File: src/rtl/core/amsd_pkg.sv
// shared types, constants and the segment decoder for the averaging meter
package amsd_pkg;

  // fixed field widths
  localparam int unsigned SAMPLE_W   = 10;
  localparam int unsigned SCALE_W    = 6;
  localparam int unsigned PROD_W     = SAMPLE_W + SCALE_W;
  localparam int unsigned READ_W     = PROD_W - 2;
  localparam int unsigned DIGIT_W    = 4;
  localparam int unsigned BCD_DIGITS = 5;
  localparam int unsigned MAX_DIGITS = 4;
  localparam int unsigned POS_W      = 2;
  localparam int unsigned SEG_W      = 7;
  localparam int unsigned SEL_W      = MAX_DIGITS;

  // configuration port
  localparam int unsigned DATA_W = 32;
  localparam int unsigned ADDR_W = 3;
  localparam int unsigned IDX_W  = ADDR_W - 2;

  // register indexes
  localparam logic [IDX_W-1:0] REG_SCALE = 1'b0;

  // scale reset value, 2.5 in quarters
  localparam logic [SCALE_W-1:0] SCALE_RESET = 6'd10;

  // request codes
  localparam logic CMD_SAMPLE = 1'b0;
  localparam logic CMD_TICK   = 1'b1;

  // queue depth between front and back
  localparam int unsigned QUEUE_DEPTH = 2;

  typedef struct packed {
    logic                cmd;
    logic [SAMPLE_W-1:0] sample;
  } item_t;

  typedef logic [MAX_DIGITS-1:0][DIGIT_W-1:0] digits_t;

  typedef struct packed {
    logic busy;
    logic done;
  } conv_stat_t;

  typedef enum logic [1:0] {
    CONV_IDLE,
    CONV_DIV,
    CONV_MUL,
    CONV_BCD
  } conv_state_e;

  // seven-segment pattern, bit0 = a .. bit6 = g; codes above nine show zero
  function automatic logic [SEG_W-1:0] seg_pattern(input logic [DIGIT_W-1:0] d);
    logic [SEG_W-1:0] p;
    case (d)
      4'd0:    p = 7'h3F;
      4'd1:    p = 7'h06;
      4'd2:    p = 7'h5B;
      4'd3:    p = 7'h4F;
      4'd4:    p = 7'h66;
      4'd5:    p = 7'h6D;
      4'd6:    p = 7'h7D;
      4'd7:    p = 7'h07;
      4'd8:    p = 7'h7F;
      4'd9:    p = 7'h6F;
      default: p = 7'h3F;
    endcase
    return p;
  endfunction

endpackage

File: src/rtl/core/amsd_front.sv
// front end: accepts requests and holds them in a short queue for the back end
module amsd_front (
  input  logic                clk_i,
  input  logic                rst_ni,
  input  logic                in_valid_i,
  output logic                in_stall_o,
  input  logic                cmd_i,
  input  logic [amsd_pkg::SAMPLE_W-1:0] sample_i,
  output logic                q_valid_o,
  output amsd_pkg::item_t     q_item_o,
  input  logic                q_pop_i
);

  localparam int unsigned PTR_W  = $clog2(amsd_pkg::QUEUE_DEPTH);
  localparam int unsigned FILL_W = $clog2(amsd_pkg::QUEUE_DEPTH + 1);

  amsd_pkg::item_t entries_q [amsd_pkg::QUEUE_DEPTH];
  logic [PTR_W-1:0]  wr_ptr_q, wr_ptr_d;
  logic [PTR_W-1:0]  rd_ptr_q, rd_ptr_d;
  logic [FILL_W-1:0] fill_q, fill_d;
  logic              push;
  logic              pop;

  // handshake
  assign in_stall_o = (fill_q == FILL_W'(amsd_pkg::QUEUE_DEPTH));
  assign push       = in_valid_i & ~in_stall_o;
  assign q_valid_o  = (fill_q != '0);
  assign pop        = q_pop_i & q_valid_o;
  assign q_item_o   = entries_q[rd_ptr_q];

  // pointer and fill update
  always_comb begin
    wr_ptr_d = wr_ptr_q;
    rd_ptr_d = rd_ptr_q;
    fill_d   = fill_q;
    if (push) begin
      wr_ptr_d = (wr_ptr_q == PTR_W'(amsd_pkg::QUEUE_DEPTH - 1)) ? '0 : wr_ptr_q + 1'b1;
    end
    if (pop) begin
      rd_ptr_d = (rd_ptr_q == PTR_W'(amsd_pkg::QUEUE_DEPTH - 1)) ? '0 : rd_ptr_q + 1'b1;
    end
    case ({push, pop})
      2'b10:   fill_d = fill_q + 1'b1;
      2'b01:   fill_d = fill_q - 1'b1;
      default: fill_d = fill_q;
    endcase
  end

  always_ff @(posedge clk_i or negedge rst_ni) begin
    if (!rst_ni) begin
      wr_ptr_q <= '0;
      rd_ptr_q <= '0;
      fill_q   <= '0;
    end else begin
      wr_ptr_q <= wr_ptr_d;
      rd_ptr_q <= rd_ptr_d;
      fill_q   <= fill_d;
    end
  end

  // queue storage
  always_ff @(posedge clk_i) begin
    if (push) begin
      entries_q[wr_ptr_q] <= '{cmd: cmd_i, sample: sample_i};
    end
  end

endmodule

File: src/rtl/core/amsd_conv.sv
// reading converter: divides the sum, scales it and splits it into decimal digits
module amsd_conv #(
  parameter int unsigned SUM_W               = 18,
  parameter int unsigned SAMPLES_PER_READING = 256,
  parameter int unsigned DIGIT_COUNT         = 4
) (
  input  logic                         clk_i,
  input  logic                         rst_ni,
  input  logic                         start_i,
  input  logic [SUM_W-1:0]             sum_i,
  input  logic [amsd_pkg::SCALE_W-1:0] scale_i,
  output amsd_pkg::conv_stat_t         stat_o,
  output amsd_pkg::digits_t            digits_o
);

  // reciprocal of the sample count, exact for every sum that fits SUM_W
  localparam int unsigned     DIV_SHIFT = SUM_W + $clog2(SAMPLES_PER_READING);
  localparam longint unsigned RECIP     =
    ((64'd1 << DIV_SHIFT) + 64'(SAMPLES_PER_READING) - 64'd1) / 64'(SAMPLES_PER_READING);
  localparam int unsigned     RECIP_W   = $clog2(RECIP + 64'd1);
  localparam int unsigned     QPROD_W   = SUM_W + RECIP_W;
  localparam int unsigned     STEP_W    = $clog2(amsd_pkg::READ_W);

  amsd_pkg::conv_state_e state_q, state_d;
  logic [STEP_W-1:0]             step_q, step_d;
  logic [SUM_W-1:0]              work_q, work_d;
  logic [amsd_pkg::READ_W-1:0]   bin_q, bin_d;
  logic [amsd_pkg::BCD_DIGITS-1:0][amsd_pkg::DIGIT_W-1:0] bcd_q, bcd_d;
  logic [amsd_pkg::BCD_DIGITS-1:0][amsd_pkg::DIGIT_W-1:0] bcd_adj;
  logic [amsd_pkg::BCD_DIGITS-1:0][amsd_pkg::DIGIT_W-1:0] bcd_next;
  logic [QPROD_W-1:0]            qprod;
  logic [amsd_pkg::PROD_W-1:0]   prod;
  logic                          bcd_last;

  // average of the set by reciprocal multiply
  assign qprod = QPROD_W'(work_q) * QPROD_W'(RECIP);

  // average times scale, quotient fits the sample width
  assign prod = amsd_pkg::PROD_W'(work_q[amsd_pkg::SAMPLE_W-1:0])
              * amsd_pkg::PROD_W'(scale_i);

  // double-dabble digit correction
  always_comb begin
    for (int i = 0; i < amsd_pkg::BCD_DIGITS; i++) begin
      bcd_adj[i] = (bcd_q[i] >= 4'd5) ? bcd_q[i] + 4'd3 : bcd_q[i];
    end
  end

  // corrected digits shifted left with the next binary bit
  assign bcd_next = {bcd_adj[amsd_pkg::BCD_DIGITS-1][amsd_pkg::DIGIT_W-2:0],
                     bcd_adj[amsd_pkg::BCD_DIGITS-2:0], bin_q[amsd_pkg::READ_W-1]};

  assign bcd_last = (step_q == STEP_W'(amsd_pkg::READ_W - 1));

  // next state
  always_comb begin
    state_d = state_q;
    unique case (state_q)
      amsd_pkg::CONV_IDLE: if (start_i)  state_d = amsd_pkg::CONV_DIV;
      amsd_pkg::CONV_DIV:  state_d = amsd_pkg::CONV_MUL;
      amsd_pkg::CONV_MUL:  state_d = amsd_pkg::CONV_BCD;
      amsd_pkg::CONV_BCD:  if (bcd_last) state_d = amsd_pkg::CONV_IDLE;
      default:             state_d = amsd_pkg::CONV_IDLE;
    endcase
  end

  // status outputs
  always_comb begin
    stat_o = '{busy: 1'b0, done: 1'b0};
    unique case (state_q)
      amsd_pkg::CONV_IDLE: stat_o = '{busy: 1'b0, done: 1'b0};
      amsd_pkg::CONV_DIV,
      amsd_pkg::CONV_MUL:  stat_o = '{busy: 1'b1, done: 1'b0};
      amsd_pkg::CONV_BCD:  stat_o = '{busy: 1'b1, done: bcd_last};
      default:             stat_o = '{busy: 1'b0, done: 1'b0};
    endcase
  end

  // low digits of the final shift, unused positions read zero
  always_comb begin
    for (int i = 0; i < amsd_pkg::MAX_DIGITS; i++) begin
      if (i < DIGIT_COUNT) begin
        digits_o[i] = bcd_next[i];
      end else begin
        digits_o[i] = '0;
      end
    end
  end

  // datapath
  always_comb begin
    step_d = step_q;
    work_d = work_q;
    bin_d  = bin_q;
    bcd_d  = bcd_q;
    unique case (state_q)
      amsd_pkg::CONV_IDLE: begin
        if (start_i) begin
          work_d = sum_i;
          step_d = '0;
        end
      end
      amsd_pkg::CONV_DIV: begin
        work_d = SUM_W'(qprod >> DIV_SHIFT);
      end
      amsd_pkg::CONV_MUL: begin
        bin_d = prod[amsd_pkg::PROD_W-1:2];
        bcd_d = '0;
      end
      amsd_pkg::CONV_BCD: begin
        bcd_d  = bcd_next;
        bin_d  = {bin_q[amsd_pkg::READ_W-2:0], 1'b0};
        step_d = step_q + 1'b1;
      end
      default: begin
        step_d = step_q;
      end
    endcase
  end

  always_ff @(posedge clk_i or negedge rst_ni) begin
    if (!rst_ni) begin
      state_q <= amsd_pkg::CONV_IDLE;
      step_q  <= '0;
    end else begin
      state_q <= state_d;
      step_q  <= step_d;
    end
  end

  always_ff @(posedge clk_i) begin
    work_q <= work_d;
    bin_q  <= bin_d;
    bcd_q  <= bcd_d;
  end

endmodule

File: src/rtl/core/amsd_back.sv
// back end: sample accumulation, digit store, display scan and result register
module amsd_back #(
  parameter int unsigned SUM_W               = 18,
  parameter int unsigned SAMPLES_PER_READING = 256,
  parameter int unsigned DIGIT_COUNT         = 4
) (
  input  logic                          clk_i,
  input  logic                          rst_ni,
  input  logic                          q_valid_i,
  input  amsd_pkg::item_t               q_item_i,
  output logic                          q_pop_o,
  output logic                          conv_start_o,
  output logic [SUM_W-1:0]              conv_sum_o,
  input  amsd_pkg::conv_stat_t          conv_stat_i,
  input  amsd_pkg::digits_t             conv_digits_i,
  output logic                          out_valid_o,
  input  logic                          out_stall_i,
  output logic [amsd_pkg::SEG_W-1:0]    segments_o,
  output logic [amsd_pkg::SEL_W-1:0]    digit_select_o
);

  localparam int unsigned CNT_W = $clog2(SAMPLES_PER_READING);

  logic [SUM_W-1:0]           sum_q, sum_d;
  logic [CNT_W-1:0]           count_q, count_d;
  amsd_pkg::digits_t          store_q;
  logic [amsd_pkg::POS_W-1:0] pos_q, pos_d;
  logic                       out_valid_q, out_valid_d;
  logic [amsd_pkg::SEG_W-1:0] seg_q;
  logic [amsd_pkg::SEL_W-1:0] sel_q;
  logic                       out_free;
  logic                       take;
  logic                       take_sample;
  logic                       take_tick;
  logic                       last_sample;
  logic [SUM_W-1:0]           sum_total;

  // take a request when the converter is quiet and a tick has room to land
  assign out_free    = ~out_valid_q | ~out_stall_i;
  assign take        = q_valid_i & ~conv_stat_i.busy
                     & ((q_item_i.cmd == amsd_pkg::CMD_SAMPLE) | out_free);
  assign take_sample = take & (q_item_i.cmd == amsd_pkg::CMD_SAMPLE);
  assign take_tick   = take & (q_item_i.cmd == amsd_pkg::CMD_TICK);
  assign q_pop_o     = take;

  // accumulation
  assign sum_total    = sum_q + SUM_W'(q_item_i.sample);
  assign last_sample  = (count_q == CNT_W'(SAMPLES_PER_READING - 1));
  assign conv_start_o = take_sample & last_sample;
  assign conv_sum_o   = sum_total;

  always_comb begin
    sum_d   = sum_q;
    count_d = count_q;
    if (take_sample) begin
      sum_d   = last_sample ? '0 : sum_total;
      count_d = last_sample ? '0 : count_q + 1'b1;
    end
  end

  // scan position
  always_comb begin
    pos_d = pos_q;
    if (take_tick) begin
      pos_d = (pos_q == amsd_pkg::POS_W'(DIGIT_COUNT - 1)) ? '0 : pos_q + 1'b1;
    end
  end

  // result register
  always_comb begin
    out_valid_d = out_valid_q;
    if (take_tick) begin
      out_valid_d = 1'b1;
    end else if (!out_stall_i) begin
      out_valid_d = 1'b0;
    end
  end

  always_ff @(posedge clk_i or negedge rst_ni) begin
    if (!rst_ni) begin
      sum_q       <= '0;
      count_q     <= '0;
      pos_q       <= '0;
      store_q     <= '0;
      out_valid_q <= 1'b0;
    end else begin
      sum_q       <= sum_d;
      count_q     <= count_d;
      pos_q       <= pos_d;
      out_valid_q <= out_valid_d;
      if (conv_stat_i.done) begin
        store_q <= conv_digits_i;
      end
    end
  end

  always_ff @(posedge clk_i) begin
    if (take_tick) begin
      seg_q <= amsd_pkg::seg_pattern(store_q[pos_q]);
      sel_q <= amsd_pkg::SEL_W'(1) << pos_q;
    end
  end

  assign out_valid_o    = out_valid_q;
  assign segments_o     = seg_q;
  assign digit_select_o = sel_q;

endmodule

File: src/rtl/core/averaging_meter_seven_segment_driver.sv
// Averaging meter with a multiplexed seven-segment display driver. Each request carries cmd:
// a converter sample (cmd 0) is added to a running sum and gives no result; a scan tick
// (cmd 1) gives one result, the segment pattern and one-hot select of the current digit,
// units first. Requests are taken one per cycle while the converter is idle, a scan tick only
// when the result register is free. When the sample that completes a reading arrives, a
// converter divides the sum by SAMPLES_PER_READING with a reciprocal multiply, multiplies
// by scale_quarters and drops two bits, then converts to decimal one bit per cycle; the back
// end holds all requests while it runs, and a two-entry queue at the input takes up to two
// more requests meanwhile. Readings above the display range keep their low DIGIT_COUNT digits.
// scale_quarters sits at byte address 0 of the register port and resets to 10 (2.5).
module averaging_meter_seven_segment_driver #(
  parameter int unsigned SAMPLES_PER_READING = 256,
  parameter int unsigned DIGIT_COUNT         = 4
) (
  input  logic                          clk_i,
  input  logic                          rst_ni,
  // request channel
  input  logic                          in_valid_i,
  output logic                          in_stall_o,
  input  logic                          cmd_i,
  input  logic [amsd_pkg::SAMPLE_W-1:0] sample_i,
  // result channel
  output logic                          out_valid_o,
  input  logic                          out_stall_i,
  output logic [amsd_pkg::SEG_W-1:0]    segments_o,
  output logic [amsd_pkg::SEL_W-1:0]    digit_select_o,
  // register port
  input  logic                          psel,
  input  logic                          penable,
  input  logic                          pwrite,
  input  logic [amsd_pkg::ADDR_W-1:0]   paddr,
  input  logic [amsd_pkg::DATA_W-1:0]   pwdata,
  output logic [amsd_pkg::DATA_W-1:0]   prdata,
  output logic                          pready
);

  localparam int unsigned SUM_W = $clog2(1023 * SAMPLES_PER_READING + 1);

  logic [amsd_pkg::SCALE_W-1:0] scale_q;
  logic                         reg_hit;
  logic                         q_valid;
  amsd_pkg::item_t              q_item;
  logic                         q_pop;
  logic                         conv_start;
  logic [SUM_W-1:0]             conv_sum;
  amsd_pkg::conv_stat_t         conv_stat;
  amsd_pkg::digits_t            conv_digits;

  // register port
  assign pready  = 1'b1;
  assign reg_hit = (paddr[amsd_pkg::ADDR_W-1:2] == amsd_pkg::REG_SCALE);
  assign prdata  = reg_hit ? amsd_pkg::DATA_W'(scale_q) : '0;

  always_ff @(posedge clk_i or negedge rst_ni) begin
    if (!rst_ni) begin
      scale_q <= amsd_pkg::SCALE_RESET;
    end else if (psel && penable && pwrite && pready && reg_hit) begin
      scale_q <= pwdata[amsd_pkg::SCALE_W-1:0];
    end
  end

  // request queue
  amsd_front u_front (
    .clk_i      (clk_i),
    .rst_ni     (rst_ni),
    .in_valid_i (in_valid_i),
    .in_stall_o (in_stall_o),
    .cmd_i      (cmd_i),
    .sample_i   (sample_i),
    .q_valid_o  (q_valid),
    .q_item_o   (q_item),
    .q_pop_i    (q_pop)
  );

  // reading converter
  amsd_conv #(
    .SUM_W               (SUM_W),
    .SAMPLES_PER_READING (SAMPLES_PER_READING),
    .DIGIT_COUNT         (DIGIT_COUNT)
  ) u_conv (
    .clk_i    (clk_i),
    .rst_ni   (rst_ni),
    .start_i  (conv_start),
    .sum_i    (conv_sum),
    .scale_i  (scale_q),
    .stat_o   (conv_stat),
    .digits_o (conv_digits)
  );

  // accumulation and display scan
  amsd_back #(
    .SUM_W               (SUM_W),
    .SAMPLES_PER_READING (SAMPLES_PER_READING),
    .DIGIT_COUNT         (DIGIT_COUNT)
  ) u_back (
    .clk_i          (clk_i),
    .rst_ni         (rst_ni),
    .q_valid_i      (q_valid),
    .q_item_i       (q_item),
    .q_pop_o        (q_pop),
    .conv_start_o   (conv_start),
    .conv_sum_o     (conv_sum),
    .conv_stat_i    (conv_stat),
    .conv_digits_i  (conv_digits),
    .out_valid_o    (out_valid_o),
    .out_stall_i    (out_stall_i),
    .segments_o     (segments_o),
    .digit_select_o (digit_select_o)
  );

endmodule

File: config.mk
export PLATFORM = sky130hd
export DESIGN_NAME = averaging_meter_seven_segment_driver
export DESIGN_NICKNAME = d
export VERILOG_FILES = /design/src/rtl/core/amsd_pkg.sv /design/src/rtl/core/amsd_front.sv /design/src/rtl/core/amsd_conv.sv /design/src/rtl/core/amsd_back.sv /design/src/rtl/core/averaging_meter_seven_segment_driver.sv
export SDC_FILE = /design/constraint.sdc
export NUM_CORES = 1
export LEC_CHECK = 0
export ABC_AREA = 1
export BUFFER_PORTS_ARGS = -buffer_cell sky130_fd_sc_hd__clkbuf_2
export CAP_MARGIN = 20
export CORE_UTILIZATION = 29
export CTS_BUF_LIST = sky130_fd_sc_hd__clkbuf_4
export CTS_CLUSTER_SIZE = 24
export DETAILED_ROUTE_END_ITERATION = 8
export PLACE_DENSITY = 0.57
export SLEW_MARGIN = 40
export SYNTH_ARGS = -nofsm -noshare
export SYNTH_HDL_FRONTEND = slang
export SYNTH_SLANG_ARGS = --single-unit
File: constraint.sdc
create_clock -name clk_i -period 5.4 [get_ports clk_i]
set_input_delay 1.62 -clock clk_i [delete_from_list [all_inputs] [get_ports clk_i]]
set_output_delay 1.62 -clock clk_i [all_outputs]
set_load 0.02 [all_outputs]
==> flow_metrics.py <==
metrics = {
    "status": {
        "run_status": "complete, no violations",
    },
    "timing": {
        "worstMarginPinSlew_ns": 0.7200,
        "finalHoldViolCount": 0,
        "hold_slack_ns": 0.5092,
        "timing.fmax_ghz": 0.2528,
        "fin_crit_sh_pct": 73.26,
        "fin_skew_ns": 0.02441,
        "grt_setup_unrepaired": "false",
        "slew_headroom_pct": 52.00,
        "final.min_clock_period_ns": 3.956,
        "setup_viol": 0,
        "slew_violations": 0,
        "finalSetupTns_ns": 0,
    },
    "setup_path": {
        "crit_path_end_kind": "register",
        "critPathKind": "register to register",
        "crit_chain": "nand2_1 > inv_1 > fa_1 > fa_1 > inv_1 > fa_1 > inv_1 > ha_1 > a21oi_1 > nand2_1 > inv_1 > o21ai_0 > or2_2 > nand3_1 > nand2_1",
        "path_buf_inv": 4,
        "cp_slowest_cell": "dfstp_2",
        "start_kind": "register",
        "cp.required_ns": 5.74,
        "crit_path_frequent_cell": "inv_1",
        "path_delay_family": "adder cells",
        "crit_path_max_fanout": 11,
        "cp.arrival_ns": 4.29,
        "cpPeakStageDelay_ns": 0.69,
    },
    "die": {
        "io_pins": 99,
        "core_um2": 30830,
        "die-area_um2": 32350,
        "start_util_pct": 29.76,
        "num_rows": 64,
        "die_h_um": 179.9,
        "chipWidth_um": 179.9,
    },
    "clock_network": {
        "ctsHtreeMaxLevel": 4,
        "root_buffer": "clkbuf_4",
        "cts.sinks": 142,
        "clkTransAtPathRegs_ns": 0.15,
        "ctsHoldBuffers": 0,
        "ctsResizeCount": 0,
        "cts_tree": "yes",
        "clk_latency_ns": 0.56,
        "cts_buffers": 17,
        "post-cts-setup-buffers": 0,
        "clockBufferDepth": 2,
    },
    "logic_synthesis": {
        "syn_area_um2": 9174,
        "postSynth.asyncResetShare_pct": 42.96,
        "yosys-top-cells-area": "edfxtp_1 (27%), dfrtp_1 (16%), nand2_1 (13%)",
        "yosysSeqAreaShare_pct": 43.18,
        "synth-edff-count": 81,
        "synthFlopType": "edfxtp_1",
        "synthCells": 1091,
        "synth_top_cell_by_area": "edfxtp_1",
        "synth-seq-cells": 142,
        "avgSynthCellArea_um2": 8.409,
        "synth_warnings": 0,
        "ys_types": 42,
        "synth_top_cell_area_share_pct": 26.51,
    },
    "detailed_routing": {
        "drc": 0,
        "antenna_left": 0,
        "wl_met3_um": 392,
        "top_layer": "met4",
        "wl_met1_um": 8133,
        "routed_via_density": 4.313,
        "wl_um": 17690,
        "drt_iter0_drc": 358,
        "routedWlPerCell_um": 11.49,
        "via_count": 6642,
        "met2_length_um": 8841,
        "firstDrtPassIters": 4,
    },
    "place": {
        "post_dp_cell_area_um2": 9698,
        "place_hpwl_um": 13420,
        "gp_congestion": 0.8123,
        "portBuffers": 43,
        "place_inst": 1506,
    },
    "global_route": {
        "grt_max_degree": 38,
        "grt_overflow": 0,
        "track_usage_pct": 11.64,
        "first_global_vias": 6620,
        "antenna_found_initial": 1,
        "grt_pass1_wl_um": 30930,
    },
    "final_layout": {
        "utilization_pct": 32.38,
        "nets": 1272,
        "area_delta_synth_final_pct": 8.824,
        "layout-drive-gt1-share_pct": 9.982,
        "instances_no_fill": 1540,
        "fill_cells": 3240,
        "final_cell_area_um2": 9983,
    },
    "hold_path": {
        "hold_class": "register to register",
    },
    "pwr": {
        "ir_worst_vdd_uv": 308.5,
        "leakage_nw": 4.999,
        "powerDensity_nw_per_um2": 470.1,
    },
    "job": {
        "drv_cap": 0,
    },
}
==> cells in the mapped netlist, types with 3 or more instances <==
| library cell | n |
|---|---|
| nand2_1 | 313 |
| inv_1 | 175 |
| edfxtp_1 | 81 |
| nor2_1 | 78 |
| dfrtp_1 | 59 |
| ha_1 | 56 |
| o21ai_0 | 56 |
| nand3_1 | 55 |
| a21oi_1 | 39 |
| fa_1 | 34 |
| buf_4 | 27 |
| clkbuf_1 | 21 |
| xor2_1 | 15 |
| o21ai_1 | 14 |
| nand4_1 | 8 |
| or2_2 | 8 |
| xnor2_1 | 8 |
| inv_2 | 6 |
| nor3_1 | 5 |
| nand2_2 | 3 |
==> placed cells by master (no fill, tap or decap), drive strengths merged <==
| master | count |
|---|---|
| a22oi | 1 |
| o211ai | 1 |
| clkinvlp | 3 |
| o22ai | 1 |
| ha | 56 |
| edfxtp | 81 |
| a22o | 1 |
| diode | 2 |
| conb | 27 |
| mux2 | 1 |
| o21ai | 72 |
| fa | 34 |
| nor2 | 82 |
| clkinv | 2 |
| and2 | 1 |
| xor2 | 15 |
| clkbuf | 59 |
| a21o | 1 |
| a21oi | 39 |
| or2 | 9 |
| dfstp | 2 |
| nand4 | 8 |
| nand2 | 317 |
| xnor2 | 8 |
| inv | 191 |
| o21bai | 2 |
| a31oi | 2 |
| buf | 3 |
| nor3 | 8 |
| dfrtp | 59 |
| nand3 | 56 |
==> tightest hold or removal path, stage by stage, from the launching register on <==
cell and delay [ns]:
dfrtp_1 0.37, nand2_1 0.06, o21ai_0 0.06
==> kinds of logic (layout without fill, tap and decap cells) <==
family                     after synthesis  in the layout  share of synthesized area (%)
DFF                                    142            142                          43.18
AOI/OAI and AO/OA                      120            120                          6.847
xor gates and xnor gates                23             23                          2.196
adders and majority gates               90             90                          15.06
muxes                                    1              1                         0.1227
other                                    2             29                        0.08186
and+or+nand+nor                        481            481                          21.81
buffers and inverters                  232            258                          10.71
==> metal layers <==
metal / up-vias / track usage [%]
met5: - / 0
li1: 3461 / -
met2: 63 / 20.61
met1: 3094 / 14.06
met4: 0 / 4.138
met3: 24 / 2.188
==> registers in the layout, summed over array words and instances, names as in the netlist, 2 cells and up <==
register / cells
u_back.store_q: 16
u_conv.bcd_q: 16
u_back.sum_q: 18
scale_q: 6
u_back.digit_select_o: 4
u_conv.work_q: 18
u_back.count_q: 8
u_front.entries_q: 22
u_back.pos_q: 2
u_conv.bin_q: 14
u_conv.state_q: 2
u_front.fill_q: 2
u_conv.step_q: 4
u_back.segments_o: 7
==> final timing paths <==
path,from,end,slack (ns),depth (start not counted)
hold / removal,u_back.store_q[5],u_back.store_q[5],0.51,2
setup reg to reg,scale_q[3],u_conv.bin_q[7],1.44,15
hold reg to reg,u_back.store_q[5],u_back.store_q[5],0.51,2
setup / recovery,scale_q[3],u_conv.bin_q[7],1.44,15
max in group asynchronous,rst_ni,u_back.store_q[3],3.63,2
min in group asynchronous,rst_ni,u_back.sum_q[4],1.03,1
==> power by group <==
| part | switching (mW) | internal [mW] |
|---|---|---|
| combinational | 1.57 | 0.856 |
| sequential | 0.143 | 1.45 |
| clock | 0.470 | 0.207 |
| total | 2.18 | 2.51 |
==> area by class of cell <==
cell class | count | area [um2] | share of cell area (%)
multi-input cells | 742 | 4337 | 43.44
flip-flops and latches | 142 | 3961 | 39.68
inverters | 181 | 679.4 | 6.805
well taps | 396 | 495.5 | 4.963
repair buffers | 45 | 232.7 | 2.331
clock inverters | 15 | 145.1 | 1.454
clock buffers | 17 | 127.6 | 1.278
diodes | 2 | 5.005 | 0.05013
==> per-stage QoR <==
| step | power (mW) | setup WS (ns) |
|---|---|---|
| after floorplan | 3.496 | 1.546 |
| final | 4.693 | 1.444 |
| after CTS | 4.760 | 1.377 |
| after detailed placement | 4.070 | 1.388 |
| after global routing | 5.207 | 1.166 |
| after global placement | 4.021 | 1.411 |
(Power assumes the default switching activity.)
